**config.mk**
```make
export PLATFORM = sky130hd
export DESIGN_NAME = ascii_four_field_frame_parser
export DESIGN_NICKNAME = d
export VERILOG_FILES = /design/src/rtl/core/afp_pkg.sv /design/src/rtl/core/afp_classify.sv /design/src/rtl/core/afp_queue.sv /design/src/rtl/core/afp_parser.sv /design/src/rtl/core/ascii_four_field_frame_parser.sv
export SDC_FILE = /design/constraint.sdc
export NUM_CORES = 1
export LEC_CHECK = 0
export ABC_AREA = 1
export BUFFER_PORTS_ARGS = -buffer_cell sky130_fd_sc_hd__buf_2
export CORE_MARGIN = 5
export CORE_UTILIZATION = 55
export CTS_CLUSTER_SIZE = 40
export DETAILED_ROUTE_END_ITERATION = 10
export PLACE_DENSITY = 0.76
export SYNTH_ARGS = -nofsm -noshare
export SYNTH_HDL_FRONTEND = slang
export SYNTH_SLANG_ARGS = --single-unit
```
**constraint.sdc**
```tcl
create_clock -name clk -period 3.7 [get_ports clk]
set_clock_uncertainty 0.2 [all_clocks]
set_input_delay 0.74 -clock clk [delete_from_list [all_inputs] [get_ports clk]]
set_output_delay 0.74 -clock clk [all_outputs]
set_load 0.03 [all_outputs]
```
**src/rtl/core/afp_pkg.sv**
```systemverilog
`timescale 1ns / 1ps
// ----------------------------------------------------------------------------
// afp_pkg: shared types and constants of the ASCII frame parser
// Byte codes, reset values and the class record that runs from the
// classifier through the queue to the parser.
// ----------------------------------------------------------------------------
package afp_pkg;

	localparam logic [7:0] BYTE_NL   = 8'h0A;
	localparam logic [7:0] BYTE_ZERO = 8'h30;
	localparam logic [7:0] BYTE_NINE = 8'h39;
	localparam logic [7:0] SEP_RESET = 8'd44;

	localparam int DIGITS_PER_FIELD = 3;
	localparam int QUEUE_DEPTH      = 2;

	localparam int                VALUE_W   = 10;
	localparam logic [VALUE_W-1:0] VALUE_MAX = 10'd1023;
	localparam int                INDEX_W   = 2;

	// Classified byte: several flags may be set at once when the separator
	// equals a digit or a newline.
	typedef struct packed {
		logic       is_digit;
		logic       is_nl;
		logic       is_sep;
		logic [3:0] digit;
	} class_t;

endpackage

```
**src/rtl/core/afp_classify.sv**
```systemverilog
`timescale 1ns / 1ps
// ----------------------------------------------------------------------------
// afp_classify: byte classifier
// Holds the separator register and tags each incoming byte as digit,
// newline and/or separator, with its digit value.
// ----------------------------------------------------------------------------
module afp_classify (
	input  logic            clk,
	input  logic            arst_n,
	input  logic            sep_wr_en,
	input  logic [7:0]      sep_wr_data,
	input  logic [7:0]      rx_byte,
	output afp_pkg::class_t cls
);

	logic [7:0] sep_q;

	always_ff @(posedge clk or negedge arst_n) begin
		if (!arst_n) begin
			sep_q <= afp_pkg::SEP_RESET;
		end else if (sep_wr_en) begin
			sep_q <= sep_wr_data;
		end
	end

	always_comb begin
		cls.is_digit = rx_byte inside {[afp_pkg::BYTE_ZERO:afp_pkg::BYTE_NINE]};
		cls.is_nl    = (rx_byte == afp_pkg::BYTE_NL);
		cls.is_sep   = (rx_byte == sep_q);
		// low nibble of '0'..'9' is the digit value
		cls.digit    = rx_byte[3:0];
	end

endmodule

```
**src/rtl/core/afp_queue.sv**
```systemverilog
`timescale 1ns / 1ps
// ----------------------------------------------------------------------------
// afp_queue: small register FIFO
// Decouples the classifier from the parser; stall upstream when full.
// ----------------------------------------------------------------------------
module afp_queue #(
	parameter int WIDTH = 7,
	parameter int DEPTH = afp_pkg::QUEUE_DEPTH
) (
	input  logic             clk,
	input  logic             arst_n,
	input  logic             wr_valid,
	output logic             wr_stall,
	input  logic [WIDTH-1:0] wr_data,
	output logic             rd_valid,
	input  logic             rd_pop,
	output logic [WIDTH-1:0] rd_data
);

	localparam int PTR_W = (DEPTH > 1) ? $clog2(DEPTH) : 1;
	localparam int CNT_W = $clog2(DEPTH + 1);

	logic [WIDTH-1:0] mem_q [DEPTH];
	logic [PTR_W-1:0] wr_ptr_q;
	logic [PTR_W-1:0] rd_ptr_q;
	logic [CNT_W-1:0] count_q;
	logic             push;
	logic             pop;

	assign wr_stall = (count_q == CNT_W'(DEPTH));
	assign rd_valid = (count_q != '0);
	assign rd_data  = mem_q[rd_ptr_q];
	assign push     = wr_valid && !wr_stall;
	assign pop      = rd_pop && rd_valid;

	always_ff @(posedge clk) begin
		if (push) begin
			mem_q[wr_ptr_q] <= wr_data;
		end
	end

	always_ff @(posedge clk or negedge arst_n) begin
		if (!arst_n) begin
			wr_ptr_q <= '0;
			rd_ptr_q <= '0;
			count_q  <= '0;
		end else begin
			if (push) begin
				wr_ptr_q <= (wr_ptr_q == PTR_W'(DEPTH - 1)) ? '0 : wr_ptr_q + 1'b1;
			end
			if (pop) begin
				rd_ptr_q <= (rd_ptr_q == PTR_W'(DEPTH - 1)) ? '0 : rd_ptr_q + 1'b1;
			end
			if (push && !pop) begin
				count_q <= count_q + 1'b1;
			end else if (pop && !push) begin
				count_q <= count_q - 1'b1;
			end
		end
	end

endmodule

```
**src/rtl/core/afp_parser.sv**
```systemverilog
`timescale 1ns / 1ps
// ----------------------------------------------------------------------------
// afp_parser: frame state machine and result register
// Consumes classified bytes, gathers digits, checks terminators and
// registers each completed field.
// ----------------------------------------------------------------------------
module afp_parser #(
	parameter int DIGITS_PER_FIELD = afp_pkg::DIGITS_PER_FIELD
) (
	input  logic                          clk,
	input  logic                          arst_n,
	input  logic                          cls_valid,
	output logic                          cls_pop,
	input  afp_pkg::class_t               cls,
	output logic                          out_valid,
	input  logic                          out_stall,
	output logic [afp_pkg::INDEX_W-1:0]   field_index,
	output logic [afp_pkg::VALUE_W-1:0]   field_value
);

	localparam int CNT_W = $clog2(DIGITS_PER_FIELD + 1);
	localparam int SUM_W = afp_pkg::VALUE_W + 4;

	typedef enum logic [4:0] {
		PH_IDLE = 5'b00001,
		PH_F0   = 5'b00010,
		PH_F1   = 5'b00100,
		PH_F2   = 5'b01000,
		PH_F3   = 5'b10000
	} phase_t;

	phase_t                       phase_q, phase_d;
	logic [afp_pkg::VALUE_W-1:0]  acc_q, acc_d;
	logic [CNT_W-1:0]             cnt_q, cnt_d;
	logic [SUM_W-1:0]             acc_sum;
	logic [afp_pkg::VALUE_W-1:0]  acc_sat;
	logic                         term_ok;
	logic                         emit;
	logic [afp_pkg::INDEX_W-1:0]  index_cur;
	logic                         out_valid_q;
	logic [afp_pkg::INDEX_W-1:0]  index_q;
	logic [afp_pkg::VALUE_W-1:0]  value_q;

	// A byte leaves the queue only when the result register can take it.
	assign cls_pop = cls_valid && (!out_valid_q || !out_stall);

	// acc*10 + digit, clamped; once past the limit it stays clamped
	assign acc_sum = (SUM_W'(acc_q) << 3) + (SUM_W'(acc_q) << 1) + SUM_W'(cls.digit);
	assign acc_sat = (acc_sum > SUM_W'(afp_pkg::VALUE_MAX)) ? afp_pkg::VALUE_MAX
	                                                         : acc_sum[afp_pkg::VALUE_W-1:0];

	always_comb begin
		index_cur = '0;
		term_ok   = cls.is_sep;
		case (phase_q)
			PH_F0: index_cur = 2'd0;
			PH_F1: index_cur = 2'd1;
			PH_F2: index_cur = 2'd2;
			PH_F3: begin
				index_cur = 2'd3;
				term_ok   = cls.is_nl;
			end
			default: index_cur = '0;
		endcase
	end

	always_comb begin
		phase_d = phase_q;
		acc_d   = acc_q;
		cnt_d   = cnt_q;
		emit    = 1'b0;
		if (cls_pop) begin
			if (phase_q == PH_IDLE) begin
				if (cls.is_nl) begin
					phase_d = PH_F0;
				end
				acc_d = '0;
				cnt_d = '0;
			end else if (cnt_q < CNT_W'(DIGITS_PER_FIELD)) begin
				if (cls.is_digit) begin
					acc_d = acc_sat;
					cnt_d = cnt_q + 1'b1;
				end else begin
					phase_d = PH_IDLE;
					acc_d   = '0;
					cnt_d   = '0;
				end
			end else begin
				acc_d = '0;
				cnt_d = '0;
				if (term_ok) begin
					emit = 1'b1;
					case (phase_q)
						PH_F0:   phase_d = PH_F1;
						PH_F1:   phase_d = PH_F2;
						PH_F2:   phase_d = PH_F3;
						PH_F3:   phase_d = PH_F0;
						default: phase_d = PH_IDLE;
					endcase
				end else begin
					phase_d = PH_IDLE;
				end
			end
		end
	end

	always_ff @(posedge clk or negedge arst_n) begin
		if (!arst_n) begin
			phase_q     <= PH_IDLE;
			acc_q       <= '0;
			cnt_q       <= '0;
			out_valid_q <= 1'b0;
		end else begin
			phase_q <= phase_d;
			acc_q   <= acc_d;
			cnt_q   <= cnt_d;
			if (emit) begin
				out_valid_q <= 1'b1;
			end else if (!out_stall) begin
				out_valid_q <= 1'b0;
			end
		end
	end

	always_ff @(posedge clk) begin
		if (emit) begin
			index_q <= index_cur;
			value_q <= acc_q;
		end
	end

	assign out_valid   = out_valid_q;
	assign field_index = index_q;
	assign field_value = value_q;

endmodule

```
**src/rtl/core/ascii_four_field_frame_parser.sv**
```systemverilog
`timescale 1ns / 1ps
// Path: a byte taken at the input is written to the queue; the parser pops it
//   from the queue head and registers any field beat it completes.
// Throughput: one byte per cycle while the parser is not held; input
//   stalls only once a held field beat has let the two-entry queue fill.
// Reset: arst_n clears state to idle, separator to ',' (44), queue empty.
// ----------------------------------------------------------------------------
// ascii_four_field_frame_parser: four-field decimal frame parser
// Frames are "\n" ddd SEP ddd SEP ddd SEP ddd "\n", where the closing
// newline also opens the next frame. Each completed field is emitted at once
// as (index, value). Any unexpected byte drops the parser back to idle.
// ----------------------------------------------------------------------------
module ascii_four_field_frame_parser #(
	parameter int DIGITS_PER_FIELD = afp_pkg::DIGITS_PER_FIELD,
	parameter int QUEUE_DEPTH      = afp_pkg::QUEUE_DEPTH
) (
	input  logic                          clk,
	input  logic                          arst_n,
	// separator register write
	input  logic                          sep_wr_en,
	input  logic [7:0]                    sep_wr_data,
	// received byte beats
	input  logic                          in_valid,
	output logic                          in_stall,
	input  logic [7:0]                    rx_byte,
	// field result beats
	output logic                          out_valid,
	input  logic                          out_stall,
	output logic [afp_pkg::INDEX_W-1:0]   field_index,
	output logic [afp_pkg::VALUE_W-1:0]   field_value
);

	afp_pkg::class_t cls_in;
	afp_pkg::class_t cls_out;
	logic            q_valid;
	logic            q_pop;

	// Front: tag the byte by digit range, newline, separator. The user must
	// change the separator only while idle (unchecked), so early tags are safe.
	afp_classify u_classify (
		.clk         (clk),
		.arst_n      (arst_n),
		.sep_wr_en   (sep_wr_en),
		.sep_wr_data (sep_wr_data),
		.rx_byte     (rx_byte),
		.cls         (cls_in)
	);

	// Short queue so the input keeps flowing while a result waits downstream.
	afp_queue #(
		.WIDTH ($bits(afp_pkg::class_t)),
		.DEPTH (QUEUE_DEPTH)
	) u_queue (
		.clk      (clk),
		.arst_n   (arst_n),
		.wr_valid (in_valid),
		.wr_stall (in_stall),
		.wr_data  (cls_in),
		.rd_valid (q_valid),
		.rd_pop   (q_pop),
		.rd_data  (cls_out)
	);

	// Back: frame state machine, digit accumulator and output register.
	afp_parser #(
		.DIGITS_PER_FIELD (DIGITS_PER_FIELD)
	) u_parser (
		.clk         (clk),
		.arst_n      (arst_n),
		.cls_valid   (q_valid),
		.cls_pop     (q_pop),
		.cls         (cls_out),
		.out_valid   (out_valid),
		.out_stall   (out_stall),
		.field_index (field_index),
		.field_value (field_value)
	);

endmodule

```
## Word-level counts from Yosys, hierarchy flattened

Memory sizes are Yosys's and may differ from the RTL's.
Cells that the tools add are included.

- Register bits: 42
- Bits in writable memories: 14
- Input bits: 21
- Output and inout bits: 14
- Word-level logic and storage cells: 75
- Memories kept: 1

- Add/sub/neg operators: 7
- Magnitude comparators: 4
- Eq/ne operators: 11
- Multiplexer cells: 27
- Reduce and logical (&&, ||, !) cells: 15

Memories:

| name | depth | bits a word | read ports | clocked after Yosys merged registers in | wr ports | RTL line | source |
|---|---|---|---|---|---|---|---|
| u_queue.mem_q | 2 | 7 | 1 | 0 | 1 | afp_queue.sv:23 | `logic [WIDTH-1:0] mem_q [DEPTH];` |

Operator list:

| operator | number |
|---|---|
| $mux 10 | 4 |
| $mux 5 | 5 |
| $pmux 5 s4 | 1 |
| $add 13x11->14 | 1 |
| $add 14x4->14 | 1 |
| $gt 14x10->1 const B | 1 |
| $mux 1 | 11 |
| $mux 2 | 5 |
| $eq 8x4->1 const B | 1 |
| $eq 8x8->1 | 1 |
| $ge 8x6->1 const B | 1 |
| $le 8x6->1 const B | 1 |
| $logic_and 1x1->1 | 6 |
| $pmux 2 s3 | 1 |
| $eq 5x1->1 const B | 1 |
| $eq 5x2->1 const B | 1 |
| $eq 5x3->1 const B | 1 |
| $eq 5x4->1 const B | 1 |
| $eq 5x5->1 const B | 1 |
| $logic_not 1->1 | 5 |
| $add 2x1->2 const B | 2 |
| $ne 2x1->1 const B | 2 |
| $reduce_bool 2->1 | 2 |
| $ne 3x2->1 const B | 1 |
| 6 further kinds | 7 |

## Logic depth before layout (Yosys ltp)

- Depth in word-level cells: 7
- Depth in mapped cells: 18
- Depth with buffers taken out: 17

## Cells and area by module

From an unflattened synthesis, not the netlist that was laid out.

- Cell total of the unflattened synthesis: 387
- Area, all modules: 3,210.6 um2

Modules (own cells, without submodules):

| module | instances | cells an instance | area each (um2) | seq. area each (um2) |
|---|---|---|---|---|
| afp_parser | 1 | 236 | 1,943.1 | 812.0 |
| afp_queue | 1 | 68 | 747.0 | 520.5 |
| afp_classify | 1 | 83 | 520.5 | 203.9 |

## Worst setup path before layout

No wires, ideal clock.

- Path kind: reg2reg
- From: register u_queue.rd_ptr_q
- To: register u_parser.acc_q[1] in the netlist's numbering
- Library setup time: 116 ps
- Arrival: 2,363 ps
- Data required time: 3,384 ps
- Setup slack: 1,021 ps
- Cell stages (with the launch flop): 17
- Buffers on the path: 1
- Period minus slack after synthesis: 2,679 ps
- Path through: dfrtp_1 > buf_2 > inv_2 > nand2_1 > nand2_1 > fa_1 > fa_1 > nand2_1 > nand3_1 > nand3_1 > nand2_1 > nand2_1 > nand3_1 > inv_2 > nand3_1 > nand2_1 > nand2_1

- Cells in the longest elaborated chain, start to end: 7

RTL lines:

| element | RTL line | source |
|---|---|---|
| start: declaration | afp_queue.sv:25 | `logic [PTR_W-1:0] rd_ptr_q;` |
| start signal: assignment | afp_queue.sv:52 | `rd_ptr_q <= (rd_ptr_q == PTR_W'(DEPTH - 1)) ? '0 : rd_ptr_q + 1'b1;` |
| $mem_v2 2x7 * | n/a |  |
| $add 14x4->14 | afp_parser.sv:48 | `assign acc_sum = (SUM_W'(acc_q) << 3) + (SUM_W'(acc_q) << 1) + SUM_W'(cls.digit);` |
| $gt 14x10->1 | afp_parser.sv:49 | `assign acc_sat = (acc_sum > SUM_W'(afp_pkg::VALUE_MAX)) ? afp_pkg::VALUE_MAX` |
| $mux 10 | afp_parser.sv:49 |  |
| $mux 10 * | afp_parser.sv:80 | `if (cls.is_digit) begin` |
| $mux 10 * | afp_parser.sv:79 | `end else if (cnt_q < CNT_W'(DIGITS_PER_FIELD)) begin` |
| $mux 10 * | afp_parser.sv:73 | `if (phase_q == PH_IDLE) begin` |
| end signal: assignment | afp_parser.sv:110 | `acc_q <= '0;` |
| end signal: assignment | afp_parser.sv:115 | `acc_q <= acc_d;` |
| end: declaration | afp_parser.sv:33 | `logic [afp_pkg::VALUE_W-1:0] acc_q, acc_d;` |

Mark *: on every way between the ends. The rest lies on a longest branch, timed or not.
A chain may end at the register's enable or synchronous reset.

## Worst setup path in the final report

- From: register u_queue.rd_ptr_q
- To: register u_parser.acc_q[5] in the netlist's numbering

The elaborated chain is that of the path after synthesis.

==> flow_summary.ini <==
[finish]
syn_to_final_growth_pct = 11.71
insertedDiodeCount = 0
fillerInstances = 474
nets = 412
final_layout_size_suffix_gt1_share_pct = 17.89
final_util_pct = 62.57
fin_area_mm2 = 0.003425

[route]
vias_per_cell = 5.238
first_pass_iters = 6
wire_per_inst_um = 12.92
initialDrtViolationCount = 108
post-route-drc-count = 0
vias = 2310
ant_nets = 0
drt-total-wl_um = 5697

[synthesis]
synth-seq-cells = 56
syn_inst = 330
syn-num-nets = 374
synth-edff-count = 26
ys_types = 31
synth.avg_cell_area_um2 = 9.289
netlist_area_mm2 = 0.003065
ys_seq_area_share_pct = 50.12
yosysMostFrequentCell = nand2_1
synthTopCellsByCount = 89 x nand2_1, 34 x inv_1, 29 x nand3_1
async_reset_ff_share_pct = 53.57
synth_top_cell_by_area = edfxtp_1
ys.warnings.count = 0
yosysTopAreaCellShare_pct = 25.47
synth_ff_type = edfxtp_1
synthTopCellsByArea = edfxtp_1 25%, dfrtp_1 21%, nand2_1 11%, ha_1 8.6%, nand3_1 4.7%

[sta]
min_period_ns = 2.965
grt_setup_unrepaired = no
slew_headroom_pct = 52.86
hold_viol_final = 0
tns_ns = 0
setup_viol = 0
tightest_slew_ns = 0.7070
post-route-period-util_pct = 80.13
fmax_mhz = 337.3
slew_violations = 0

[grt]
antenna_found_initial = 0
grtUsageTotal_pct = 16.68
grt_pass1_wl_um = 9804
grt_overflow_total = 0
grt_pass1_vias = 2290
grt_start_max_net_pins = 31

[floorplanning]
io_pins = 35
core_mm2 = 0.005473
start_util_pct = 56.01
die_area_mm2 = 0.007166
die_x_um = 84.66
die_h_um = 84.66
num_rows = 27

[pwr]
p_leak_nw = 1.691
power_mw = 2.414
powerDensity_mw_per_mm2 = 704.9
ir_worst_vdd_mv = 0.2531

[critical_path]
worstPathRequired_ns = 3.70
critPathArrivalTime_ns = 2.97
critPathTopFamily = adder cells
crit_path_end_kind = flip-flop
setup.reg_to_reg.worst_slack_ns = 0.74
critPathLaunchType = flip-flop
crit_slowest_cell = dfrtp_1
max_stage_delay_ns = 0.53
path_max_fanout = 10
cp_common_cell = nand2_1
cp_cell_sequence = inv_2, nand2_1, nand2_1, fa_1, fa_1, nand2_1, nand3_1, nand3_1, nand2_1, nand2_1, nand3_1, inv_2, nand3_1, nand2_1, nand2_1
critPathBufInv = 2
crit_type = flip-flop to flip-flop

[clock_network]
ctsResizeCount = 0
htreeDepth = 2
tritoncts = built
hold_buffers = 0
cts-buffers-inserted = 5
clock_latency_ns = 0.31
clock-root-buffer = clkbuf_8
clock-sinks = 56
cts_setup_buffers = 0
clockBufferDepth = 2
clk_pin_slew_ns = 0.10

[placement]
gp_congestion = 0.8877
io_buffers = 34
hpwl_um = 4470
dpl_cell_area_mm2 = 0.003313

[run_status]
status = complete, no violations

[flow_run]
max_cap_viol_count = 0

[worst_hold_path]
hp-class = input port to asynchronous set/reset pin
## cell usage in the layout (no fill, tap or decap), types with 6 or more instances in the layout
master	instances
buf_2	34
xnor2_1	11
nand3_1	29
mux2_2	8
inv_1	34
a21oi_1	10
nand2_1	89
nor2_1	26
xor2_1	6
edfxtp_1	26
ha_1	21
o21ai_0	10
dfrtp_1	26
## cell type report
cell class	instances	area, um2	share of cell area (%)
Sequential cell	56	1536	44.87
Tap cell	72	90.09	2.631
Clock buffer	6	72.57	2.119
Timing Repair Buffer	35	177.7	5.188
Inverter	36	135.1	3.946
Multi-Input combinational cell	234	1374	40.12
Clock inverter	2	38.79	1.133
## per-stage QoR
stage               std cells  setup slack [ns]  hold WS, ns
finish                    441            0.7353       0.2456
floorplan                 330             1.021       0.2444
detailed placement        433            0.7535       0.2908
global placement          433            0.8750       0.2823
global route              441            0.4661       0.2999
CTS                       441            0.7262       0.2693
## final timing paths
| kind | start | end | cells after the start |
|---|---|---|---|
| worst max-delay path | u_queue.rd_ptr_q | u_parser.acc_q[5] | 15 |
| worst min-delay path | arst_n | u_classify.sep_q[1] | 1 |
| worst max register to register | u_queue.rd_ptr_q | u_parser.acc_q[5] | 15 |
| worst min register to register | u_parser.cnt_q[0] | u_parser.cnt_q[0] | 1 |
| max in group asynchronous | arst_n | u_parser.acc_q[4] | 1 |
| min in group clk | u_parser.cnt_q[0] | u_parser.cnt_q[0] | 1 |
## state kept, by name (all words and copies together), names as in the netlist
signal                flops
u_queue.mem_q            14
u_parser.acc_q           10
u_parser.field_value     10
u_classify.sep_q          8
u_parser.phase_q          5
u_parser.cnt_q            2
u_parser.field_index      2
u_queue.count_q           2
u_parser.out_valid        1
u_queue.rd_ptr_q          1
u_queue.wr_ptr_q          1
## layer usage
metal | vias to the layer above | global-route usage [%] | share of wire (%)
met5 | - | 0 | 0
met4 | 0 | 5.468 | 1.6
met3 | 10 | 4.024 | 6.1
met2 | 70 | 27.83 | 48
met1 | 1070 | 21.36 | 45
li1 | 1160 | - | -
## cells by family (layout without fill, tap and decap cells)
kind of cell             count (synthesis)  after routing  share of synthesized area, %
AO/OA/AOI/OAI                           26             26                         4.817
XOR/XNOR                                17             17                         4.857
adder cells (fa/ha/maj)                 23             23                         9.878
buffers and inverters                   40             79                         5.061
flip-flops                              56             56                         50.12
multiplexers                             9              9                         3.265
AND/OR/NAND/NOR                        159            159                         22.00
## power by group
group          switching, mW  internal [mW]
logic                  0.686          0.404
registers              0.112          0.810
clock network          0.198          0.205
No activity file was read; power rests on OpenSTA's default activity.
